File: config.mk
export PLATFORM = sky130hd
export DESIGN_NAME = rolling_set_of_stacks_top_flat
export DESIGN_NICKNAME = d
export VERILOG_FILES = /design/src/hw/rtl/rss_pkg.sv /design/src/hw/rtl/rss_req_if.sv /design/src/hw/rtl/rss_rsp_if.sv /design/src/hw/rtl/rolling_set_of_stacks_top.sv /design/src/hw/rtl/rss_ctrl.sv /design/src/hw/rtl/rss_datapath.sv /design/src/flat_wrapper.sv
export SDC_FILE = /design/constraint.sdc
export NUM_CORES = 1
export LEC_CHECK = 0
export ABC_AREA = 1
export BUFFER_PORTS_ARGS = -buffer_cell sky130_fd_sc_hd__buf_2
export CAP_MARGIN = 25
export CELL_PAD_IN_SITES_DETAIL_PLACEMENT = 0
export CELL_PAD_IN_SITES_GLOBAL_PLACEMENT = 1
export CORE_MARGIN = 5
export CORE_UTILIZATION = 40
export DETAILED_ROUTE_END_ITERATION = 10
export PLACE_DENSITY = 0.79
export SYNTH_ARGS = -nofsm -noshare
export SYNTH_HDL_FRONTEND = slang
export SYNTH_SLANG_ARGS = --single-unit
File: constraint.sdc
create_clock -name clk -period 4.4 [get_ports clk]
set_input_delay 0.22 -clock clk [delete_from_list [all_inputs] [get_ports clk]]
set_output_delay 0.22 -clock clk [all_outputs]
set_load 0.02 [all_outputs]
File: src/hw/rtl/rss_pkg.sv
// shared types and constants for the rolling set of stacks
`default_nettype none

package rss_pkg;

    localparam int unsigned OP_W     = 2;
    localparam int unsigned BYTE_W   = 8;
    localparam int unsigned INDEX_W  = 4;
    localparam int unsigned STATUS_W = 2;

    localparam logic [BYTE_W-1:0] EMPTY_BYTE = 8'h7F;

    typedef enum logic [OP_W-1:0] {
        OP_PUSH   = 2'd0,
        OP_POP    = 2'd1,
        OP_POP_AT = 2'd2,
        OP_NONE   = 2'd3
    } op_t;

    typedef enum logic [STATUS_W-1:0] {
        ST_OK    = 2'd0,
        ST_EMPTY = 2'd1,
        ST_FULL  = 2'd2
    } status_t;

    typedef enum logic [1:0] {
        S_IDLE   = 2'd0,
        S_ACCESS = 2'd1,
        S_RESULT = 2'd2
    } state_t;

    typedef struct packed {
        logic capture;
        logic access;
        logic finish;
    } rss_cmd_t;

endpackage

`default_nettype wire

File: src/hw/rtl/rss_req_if.sv
// request channel: operation, push byte and plate index
`default_nettype none

interface rss_req_if;
    logic       valid;
    logic       ready;
    logic [1:0] operation;
    logic [7:0] push_value;
    logic [3:0] plate_index;

    modport source (output valid, output operation, output push_value, output plate_index,
                    input ready);
    modport sink (input valid, input operation, input push_value, input plate_index,
                  output ready);
endinterface

`default_nettype wire

File: src/hw/rtl/rss_rsp_if.sv
// response channel: popped byte and status
`default_nettype none

interface rss_rsp_if;
    logic       valid;
    logic       ready;
    logic [7:0] pop_value;
    logic [1:0] status;

    modport source (output valid, output pop_value, output status, input ready);
    modport sink (input valid, input pop_value, input status, output ready);
endinterface

`default_nettype wire

File: src/hw/rtl/rolling_set_of_stacks_top.sv
// top level of the rolling set of stacks
//
//   channel  dir  beat contents
//   req      in   operation, push_value, plate_index
//   rsp      out  pop_value, status
//
// each item steps through capture with length memory read, store
// access with length write-back, then result load into the output register.
// the next beat is taken right after the result is loaded, while the
// result may still wait on rsp. a stalled rsp holds the block in its
// result cycle only once a previous result is still pending.
// reset clears the flags (so plate lengths read as zero) and the active plate at once.
`default_nettype none

module rolling_set_of_stacks_top
    import rss_pkg::*;
#(
    parameter int unsigned PLATE_DEPTH = 8,
    parameter int unsigned PLATE_COUNT = 16
) (
    input  wire logic clk,
    input  wire logic rst_n,
    rss_req_if.sink   req,
    rss_rsp_if.source rsp
);

    rss_cmd_t cmd;

    rss_ctrl u_ctrl (
        .clk       (clk),
        .rst_n     (rst_n),
        .req_valid (req.valid),
        .req_ready (req.ready),
        .rsp_valid (rsp.valid),
        .rsp_ready (rsp.ready),
        .cmd       (cmd)
    );

    rss_datapath #(
        .PLATE_DEPTH (PLATE_DEPTH),
        .PLATE_COUNT (PLATE_COUNT)
    ) u_datapath (
        .clk         (clk),
        .rst_n       (rst_n),
        .cmd         (cmd),
        .operation   (req.operation),
        .push_value  (req.push_value),
        .plate_index (req.plate_index),
        .pop_value   (rsp.pop_value),
        .status      (rsp.status)
    );

endmodule

`default_nettype wire

File: src/hw/rtl/rss_ctrl.sv
// sequencer for the rolling set of stacks: handshakes and datapath commands
`default_nettype none

module rss_ctrl
    import rss_pkg::*;
(
    input  wire logic     clk,
    input  wire logic     rst_n,
    input  wire logic     req_valid,
    output logic          req_ready,
    output logic          rsp_valid,
    input  wire logic     rsp_ready,
    output rss_cmd_t      cmd
);

    state_t state_reg, state_next;
    logic   rsp_valid_reg, rsp_valid_next;

    always_ff @(posedge clk or negedge rst_n) begin
        if (!rst_n) begin
            state_reg     <= S_IDLE;
            rsp_valid_reg <= 1'b0;
        end else begin
            state_reg     <= state_next;
            rsp_valid_reg <= rsp_valid_next;
        end
    end

    always_comb begin
        state_next     = state_reg;
        rsp_valid_next = rsp_valid_reg && !rsp_ready;
        req_ready      = 1'b0;
        cmd            = '0;
        unique case (state_reg)
            S_IDLE: begin
                req_ready = 1'b1;
                if (req_valid) begin
                    cmd.capture = 1'b1;
                    state_next  = S_ACCESS;
                end
            end
            S_ACCESS: begin
                cmd.access = 1'b1;
                state_next = S_RESULT;
            end
            S_RESULT: begin
                // wait until the output register is free
                if (!rsp_valid_reg || rsp_ready) begin
                    cmd.finish     = 1'b1;
                    rsp_valid_next = 1'b1;
                    state_next     = S_IDLE;
                end
            end
            default: state_next = S_IDLE;
        endcase
    end

    assign rsp_valid = rsp_valid_reg;

    a_finish_shows: assert property (@(posedge clk) disable iff (!rst_n)
        cmd.finish |=> rsp_valid_reg)
        else $error("result not presented after finish");

    a_one_at_a_time: assert property (@(posedge clk) disable iff (!rst_n)
        (req_valid && req_ready) |=> !req_ready ##1 !req_ready)
        else $error("new beat accepted while an item is in flight");

    a_hold_result: assert property (@(posedge clk) disable iff (!rst_n)
        (state_reg == S_RESULT && rsp_valid_reg && !rsp_ready) |=> state_reg == S_RESULT)
        else $error("pending result overwritten");

endmodule

`default_nettype wire

File: src/hw/rtl/rss_datapath.sv
// plate store, length memory, plate flags and result register
`default_nettype none

module rss_datapath
    import rss_pkg::*;
#(
    parameter int unsigned PLATE_DEPTH = 8,
    parameter int unsigned PLATE_COUNT = 16
) (
    input  wire logic                clk,
    input  wire logic                rst_n,
    input  wire rss_cmd_t            cmd,
    input  wire logic [OP_W-1:0]     operation,
    input  wire logic [BYTE_W-1:0]   push_value,
    input  wire logic [INDEX_W-1:0]  plate_index,
    output logic [BYTE_W-1:0]        pop_value,
    output logic [STATUS_W-1:0]      status
);

    localparam int unsigned PI_W     = $clog2(PLATE_COUNT);
    localparam int unsigned LEN_W    = $clog2(PLATE_DEPTH + 1);
    localparam int unsigned SLOT_W   = (PLATE_DEPTH > 1) ? $clog2(PLATE_DEPTH) : 1;
    localparam int unsigned ADDR_W   = PI_W + SLOT_W;
    localparam int unsigned MEM_SIZE = PLATE_COUNT * (2 ** SLOT_W);

    logic [BYTE_W-1:0] store_mem [MEM_SIZE];
    logic [LEN_W-1:0]  len_mem   [PLATE_COUNT];

    logic [PLATE_COUNT-1:0] nonempty_reg, nonempty_next;
    logic [PLATE_COUNT-1:0] full_reg, full_next;
    logic [PLATE_COUNT-1:0] len_valid_reg, len_valid_next;
    logic [PI_W-1:0]        active_reg, active_next;

    logic                   do_wr_reg, do_rd_reg;
    logic [PI_W-1:0]        tgt_reg;
    logic [BYTE_W-1:0]      value_reg;
    status_t                status_reg;
    logic [LEN_W-1:0]       len_q_reg;
    logic [BYTE_W-1:0]      rd_q_reg;
    logic [BYTE_W-1:0]      pop_value_reg;
    status_t                status_out_reg;

    // decode of the incoming beat
    logic            top_found;
    logic [PI_W-1:0] top_plate;
    logic            dec_wr, dec_rd;
    logic [PI_W-1:0] dec_tgt;
    status_t         dec_status;
    logic            idx_ok;
    logic [PI_W-1:0] idx_plate;

    // access cycle
    logic [LEN_W-1:0]  len_cur;
    logic [LEN_W-1:0]  len_new;
    logic [ADDR_W-1:0] mem_addr;

    always_comb begin
        top_found = 1'b0;
        top_plate = '0;
        // plates above the active one are always empty, so the highest
        // nonempty plate is where a pop steps down to
        for (int i = 0; i < PLATE_COUNT; i++) begin
            if (nonempty_reg[i]) begin
                top_found = 1'b1;
                top_plate = PI_W'(i);
            end
        end
    end

    assign idx_ok    = (32'(plate_index) < PLATE_COUNT);
    assign idx_plate = PI_W'(plate_index);

    always_comb begin
        dec_wr      = 1'b0;
        dec_rd      = 1'b0;
        dec_tgt     = active_reg;
        dec_status  = ST_OK;
        active_next = active_reg;
        unique case (op_t'(operation))
            OP_PUSH: begin
                if (!full_reg[active_reg]) begin
                    dec_wr = 1'b1;
                end else if (active_reg != PI_W'(PLATE_COUNT - 1)) begin
                    dec_wr      = 1'b1;
                    dec_tgt     = active_reg + PI_W'(1);
                    active_next = active_reg + PI_W'(1);
                end else begin
                    dec_status = ST_FULL;
                end
            end
            OP_POP: begin
                if (top_found) begin
                    dec_rd      = 1'b1;
                    dec_tgt     = top_plate;
                    active_next = top_plate;
                end else begin
                    dec_status  = ST_EMPTY;
                    active_next = '0;
                end
            end
            OP_POP_AT: begin
                dec_tgt = idx_plate;
                if (idx_ok && nonempty_reg[idx_plate]) begin
                    dec_rd = 1'b1;
                end else begin
                    dec_status = ST_EMPTY;
                end
            end
            OP_NONE: begin
                dec_status = ST_OK;
            end
            default: dec_status = ST_OK;
        endcase
    end

    // lengths never written since reset read as zero
    assign len_cur  = len_valid_reg[tgt_reg] ? len_q_reg : '0;
    assign len_new  = do_wr_reg ? len_cur + LEN_W'(1) : len_cur - LEN_W'(1);
    assign mem_addr = {tgt_reg, do_wr_reg ? SLOT_W'(len_cur) : SLOT_W'(len_new)};

    always_comb begin
        nonempty_next  = nonempty_reg;
        full_next      = full_reg;
        len_valid_next = len_valid_reg;
        if (cmd.access && (do_wr_reg || do_rd_reg)) begin
            len_valid_next[tgt_reg] = 1'b1;
            nonempty_next[tgt_reg]  = (len_new != '0);
            full_next[tgt_reg]      = (len_new == LEN_W'(PLATE_DEPTH));
        end
    end

    always_ff @(posedge clk or negedge rst_n) begin
        if (!rst_n) begin
            nonempty_reg  <= '0;
            full_reg      <= '0;
            len_valid_reg <= '0;
            active_reg    <= '0;
            do_wr_reg     <= 1'b0;
            do_rd_reg     <= 1'b0;
        end else begin
            nonempty_reg  <= nonempty_next;
            full_reg      <= full_next;
            len_valid_reg <= len_valid_next;
            if (cmd.capture) begin
                active_reg <= active_next;
                do_wr_reg  <= dec_wr;
                do_rd_reg  <= dec_rd;
            end
        end
    end

    always_ff @(posedge clk) begin
        if (cmd.capture) begin
            tgt_reg    <= dec_tgt;
            value_reg  <= push_value;
            status_reg <= dec_status;
        end
        if (cmd.finish) begin
            status_out_reg <= status_reg;
            if (status_reg == ST_EMPTY) begin
                pop_value_reg <= EMPTY_BYTE;
            end else if (do_rd_reg) begin
                pop_value_reg <= rd_q_reg;
            end else begin
                pop_value_reg <= '0;
            end
        end
    end

    // length memory: read at capture, written back in the access cycle
    always_ff @(posedge clk) begin
        if (cmd.capture) begin
            len_q_reg <= len_mem[dec_tgt];
        end
        if (cmd.access && (do_wr_reg || do_rd_reg)) begin
            len_mem[tgt_reg] <= len_new;
        end
    end

    // plate store
    always_ff @(posedge clk) begin
        if (cmd.access && do_wr_reg) begin
            store_mem[mem_addr] <= value_reg;
        end
        if (cmd.access && do_rd_reg) begin
            rd_q_reg <= store_mem[mem_addr];
        end
    end

    assign pop_value = pop_value_reg;
    assign status    = status_out_reg;

    a_full_is_nonempty: assert property (@(posedge clk) disable iff (!rst_n)
        (full_reg & ~nonempty_reg) == '0)
        else $error("plate flagged full but empty");

    a_empty_above_active: assert property (@(posedge clk) disable iff (!rst_n)
        ((nonempty_reg >> active_reg) >> 1) == '0)
        else $error("nonempty plate above the active plate");

    a_push_marks: assert property (@(posedge clk) disable iff (!rst_n)
        (cmd.access && do_wr_reg) |=> nonempty_reg[$past(tgt_reg)])
        else $error("pushed plate not marked nonempty");

endmodule

`default_nettype wire
File: src/flat_wrapper.sv
// flat-port wrapper written by rule: the top's interface ports become plain ports
module rolling_set_of_stacks_top_flat import rss_pkg::*;
#(
    parameter int unsigned PLATE_DEPTH = 8,
    parameter int unsigned PLATE_COUNT = 16
)
  (clk, rst_n, req_valid, req_operation, req_push_value, req_plate_index, req_ready, rsp_valid, rsp_pop_value, rsp_status, rsp_ready);
  rss_req_if req_i ();
  rss_rsp_if rsp_i ();
  input  wire logic clk;
  input  wire logic rst_n;
  input wire logic [$bits(req_i.valid)-1:0] req_valid;
  input wire logic [$bits(req_i.operation)-1:0] req_operation;
  input wire logic [$bits(req_i.push_value)-1:0] req_push_value;
  input wire logic [$bits(req_i.plate_index)-1:0] req_plate_index;
  output wire logic [$bits(req_i.ready)-1:0] req_ready;
  output wire logic [$bits(rsp_i.valid)-1:0] rsp_valid;
  output wire logic [$bits(rsp_i.pop_value)-1:0] rsp_pop_value;
  output wire logic [$bits(rsp_i.status)-1:0] rsp_status;
  input wire logic [$bits(rsp_i.ready)-1:0] rsp_ready;
  assign req_i.valid = req_valid;
  assign req_i.operation = req_operation;
  assign req_i.push_value = req_push_value;
  assign req_i.plate_index = req_plate_index;
  assign req_ready = req_i.ready;
  assign rsp_valid = rsp_i.valid;
  assign rsp_pop_value = rsp_i.pop_value;
  assign rsp_status = rsp_i.status;
  assign rsp_i.ready = rsp_ready;
  rolling_set_of_stacks_top #(.PLATE_DEPTH(PLATE_DEPTH), .PLATE_COUNT(PLATE_COUNT)) u_core (.clk(clk), .rst_n(rst_n), .req(req_i), .rsp(rsp_i));
endmodule
==> PnR_summary.wiki <==
{| class="wikitable"
! Metric !! Value
|-
| Width of the chip || 366.4 um
|-
| DR vias || 34,950
|-
| Final critical-path setup slack || 0.1985 ns
|-
| Unrepaired setup endpoints after global routing || true
|-
| Fin crit period || 4.202 ns
|-
| Cells after synthesis || 5,091
|-
| Number of max-cap violations || 0
|-
| Final global-route overflow total || 0
|-
| Register ranked first by flip-flop count || u_core.u_datapath.store_mem
|-
| Largest registers || u_core.u_datapath.store_mem (1024), u_core.u_datapath.len_mem (64)
|-
| GRT Overall Usage || 20.17%
|-
| Most used routing layer in global routing || met2
|-
| Skew final || 0.02643 ns
|-
| Placed cell count || 6,762
|-
| CTS root buffer || sky130_fd_sc_hd__clkbuf_16
|-
| Number of flip-flops under the largest register name || 1,024
|-
| Timing-limited maximum frequency || 0.2380 GHz
|-
| Diode count || 0
|-
| Met2 track demand over resource || 32.90%
|-
| Wire length per cell || 19.74 um
|-
| Final Non-Filler Cells || 7,007
|-
| Detailed placer's ending HPWL || 82.47 mm
|-
| Register bit total from synthesis || 1,181
|-
| Minimum setup slack after placement || 0.1131 ns
|-
| IR drop worst, VDD || 1.062 mV
|-
| Met1 Use GR || 27.76%
|-
| Fillers || 11,700
|-
| Synthesized cell area || 50,790 um^2
|-
| Final setup violating endpoints || 0
|-
| TritonCTS Buffers || 121
|-
| Kind of critical path || flop to flop
|-
| Num ports || 30
|-
| CP max-delay cell || sky130_fd_sc_hd__edfxtp_1
|-
| Design Power || 0.04155 W
|-
| DRT Wirelength || 138.3 mm
|-
| Post-synth ARST share || 4.826%
|-
| Actual slew at the worst max-slew pin || 0.8158 ns
|-
| Worst path max stage delay || 0.43 ns
|-
| DR DRC count || 0
|-
| Setup Total Neg Slack || 0 ns
|-
| Final weighted congestion in routability-driven placement || 0.8560
|-
| Number of enable flip-flop cells after synthesis || 1,124
|-
| Total number of placement rows || 130
|-
| Max-slew headroom || 45.41%
|-
| Final number of max-transition violations || 0
|-
| Insertion delay of the later-clocked pin in the worst-skew pair || 0.72 ns
|-
| Share of the cycle needed by the critical path after routing || 95.49%
|-
| Worst Setup End Kind || flop
|-
| Number of DRC markers in iteration 0 || 3,561
|-
| Antenna-violating nets left || 0
|-
| Warnings from Yosys || 0
|-
| Flip-flop cell with the highest count after synthesis || sky130_fd_sc_hd__edfxtp_1
|-
| Power per standard cell area || 714.6 nW/um^2
|-
| Pin count of the biggest net entering global routing || 129
|-
| Clock tree from TritonCTS || done
|-
| Sequence of cells on the critical path || nand2_1 > inv_1 > nand2_1 > nand2_1 > inv_2 > nand2_4 > nand2_1 > inv_1 > fa_1 > xor2_1 > o21ai_4 > inv_4 > buf_12 > nand2_1 > nand2_1 > nand2_1 > nand2_1 > nor2_1 > nor2_1 > nor2_1 > nand2_1
|-
| Number of nets in the synthesized netlist || 5,119
|-
| Critical path peak fanout || 40
|-
| Wire length of the first global-routing pass || 209.0 mm
|-
| Met3 GRT Util || 3.538%
|-
| Initial antenna violation count || 1
|-
| Die outline area || 134,200 um^2
|-
| Post-Layout Inst Area || 58,150 um^2
|-
| Number of distinct library cell variants in the gate-level netlist after synthesis || 40
|-
| Run status || completed
|-
| Final nets || 5,278
|-
| Longest Clk Path Bufs || 3
|-
| Initial Util || 40.35%
|-
| Placeable core area || 125,900 um^2
|-
| Length of the first detailed-routing pass in iterations || 5
|-
| Avg Synthesized Cell Area || 9.977 um^2
|-
| Clk pin slew, worst setup/hold paths || 0.06 ns
|-
| Routed via count divided by cell count || 4.987
|-
| Vias in the first global route || 33,750
|-
| Element type at the critical path start || flop
|-
| Overall die height || 366.4 um
|-
| Fraction of final layout cells with drive strength greater than 1 || 8.774%
|-
| Static power due to leakage || 24.28 nW
|-
| Most frequent cell on the critical path || sky130_fd_sc_hd__nand2_1
|-
| Sequential-to-total area share from yosys stat || 69.26%
|-
| Hold WC Path Type || primary input to flop
|-
| Buffers added on ports || 29
|-
| Maximum level of the CTS H-tree || 3
|-
| Critical path data required time || 4.84 ns
|-
| Clk sink count || 1,181
|-
| Area added between synthesis and finish || 14.48%
|-
| Instance area at placement || 54,070 um^2
|-
| Hold Fails Final Rpt || 0
|-
| Data arrival at the endpoint of the critical path || 4.64 ns
|}
[power by group]
group	total, W	switching (W)	internal, W	leakage, nW
combinational	0.0182	0.0132	0.00498	11.5
clock	0.0101	0.00425	0.00585	1.92
sequential	0.0133	0.000222	0.0131	10.9
[kinds of logic after synthesis]
logic type	Yosys count	share of synthesized area (%)
mux	1	0.01971
simple gates	3363	25.45
compound gates	155	1.650
xor+xnor	5	0.08621
buf+inv	376	3.279
fa+ha+maj	10	0.2611
flops	1181	69.26
[final cells by class]
type	instances	area, um^2	share of cell area, %
Sequential cell	1181	35180	60.50
Multi-Input combinational cell	3534	14000	24.07
Tap cell	1650	2064	3.550
Clock buffer	155	3217	5.532
Timing Repair Buffer	272	2462	4.235
Clock inverter	75	694.4	1.194
Inverter	140	535.5	0.9209
[cell usage after synthesis, types with 9 or more instances]
master | count | area, um^2
sky130_fd_sc_hd__nor2_1 | 236 | 885.9
sky130_fd_sc_hd__buf_4 | 12 | 90.09
sky130_fd_sc_hd__o21ai_1 | 23 | 115.1
sky130_fd_sc_hd__ha_1 | 9 | 112.6
sky130_fd_sc_hd__nand3b_1 | 16 | 120.1
sky130_fd_sc_hd__a21oi_1 | 57 | 285.3
sky130_fd_sc_hd__nand3_1 | 115 | 575.6
sky130_fd_sc_hd__inv_1 | 131 | 491.7
sky130_fd_sc_hd__nand2_1 | 2967 | 11140
sky130_fd_sc_hd__or2_2 | 15 | 93.84
sky130_fd_sc_hd__edfxtp_1 | 1124 | 33750
sky130_fd_sc_hd__buf_1 | 14 | 52.55
sky130_fd_sc_hd__dfrtp_1 | 57 | 1426
sky130_fd_sc_hd__clkbuf_1 | 53 | 198.9
sky130_fd_sc_hd__buf_2 | 155 | 775.7
sky130_fd_sc_hd__o21ai_0 | 60 | 300.3
[worst max-delay path: cells and delay by family, from the launching register on]
kind | cells | cell delay, ns
adder cells (fa/ha/maj) | 1 | 0.40
AO/OA/AOI/OAI | 1 | 0.35
buffers and inverters | 5 | 0.86
XOR/XNOR | 1 | 0.20
AND/OR/NAND/NOR | 13 | 1.61
flip-flops | 1 | 0.43
[cells in the final DEF (no fill, tap or decap), types with 5 or more instances in the layout]
cell type,count
sky130_fd_sc_hd__nand2_1,2966
sky130_fd_sc_hd__inv_1,131
sky130_fd_sc_hd__dlygate4sd3_1,11
sky130_fd_sc_hd__clkinv_2,25
sky130_fd_sc_hd__nor2_1,232
sky130_fd_sc_hd__dfrtp_1,57
sky130_fd_sc_hd__clkinv_1,32
sky130_fd_sc_hd__nand3_1,115
sky130_fd_sc_hd__clkbuf_16,122
sky130_fd_sc_hd__or2_2,15
sky130_fd_sc_hd__edfxtp_1,1124
sky130_fd_sc_hd__o21ai_0,60
sky130_fd_sc_hd__bufinv_16,12
sky130_fd_sc_hd__buf_4,196
sky130_fd_sc_hd__buf_12,34
sky130_fd_sc_hd__inv_6,5
sky130_fd_sc_hd__o21ai_1,22
sky130_fd_sc_hd__buf_2,29
sky130_fd_sc_hd__ha_1,9
sky130_fd_sc_hd__a21oi_1,56
sky130_fd_sc_hd__clkbuf_1,29
sky130_fd_sc_hd__nand3b_1,16
sky130_fd_sc_hd__nand4_1,6
[metal layers]
metal / part of all wire, % / wire, um
met1: 43 / 59050
met2: 47 / 64750
met3: 7.7 / 10640
met4: 2.8 / 3906
met5: 0 / 0
[final timing paths]
kind | endpoint | cells past startpoint | slack [ns] | from
hold / removal | u_core.u_datapath.do_rd_reg$_DFFE_PN0P_ | 5 | 0.08 | req_operation[1]
max in group asynchronous | u_core.u_datapath.nonempty_reg[9]$_DFFE_PN0P_ | 3 | 3.69 | rst_n
hold reg to reg | u_core.u_datapath.status[1]$_DFFE_PP_ | 0 | 0.46 | u_core.u_datapath.status_reg[1]$_SDFFCE_PP0P_
setup reg to reg | u_core.u_datapath.rd_q_reg[4]$_DFFE_PP_ | 21 | 0.20 | u_core.u_datapath.tgt_reg[2]$_DFFE_PP_
setup / recovery | u_core.u_datapath.rd_q_reg[4]$_DFFE_PP_ | 21 | 0.20 | u_core.u_datapath.tgt_reg[2]$_DFFE_PP_
min in group asynchronous | u_core.u_ctrl.rsp_valid$_DFF_PN0_ | 3 | 0.19 | rst_n
[metrics by stage]
stage | hold WS [ns] | utilization (%)
6_report | 0.08438 | 46.19
3_5_place_dp | 0.3984 | 42.95
5_1_grt | 0.1055 | 46.19
3_3_place_gp | 0.3964 | 42.93
4_1_cts | 0.04965 | 46.14
2_1_floorplan | -0.07559 | -
[timing repair]
| item | in CTS | in global routing |
|---|---|---|
| hold buffers | 11 | 0 |
| setup buffers | 0 | 3 |
| hold endpoints to repair | 68 | 0 |
| setup endpoints to repair | 0 | 88 |
| resized for setup | 0 | 1 |
Note: power is estimated with default switching activity, not from simulation.
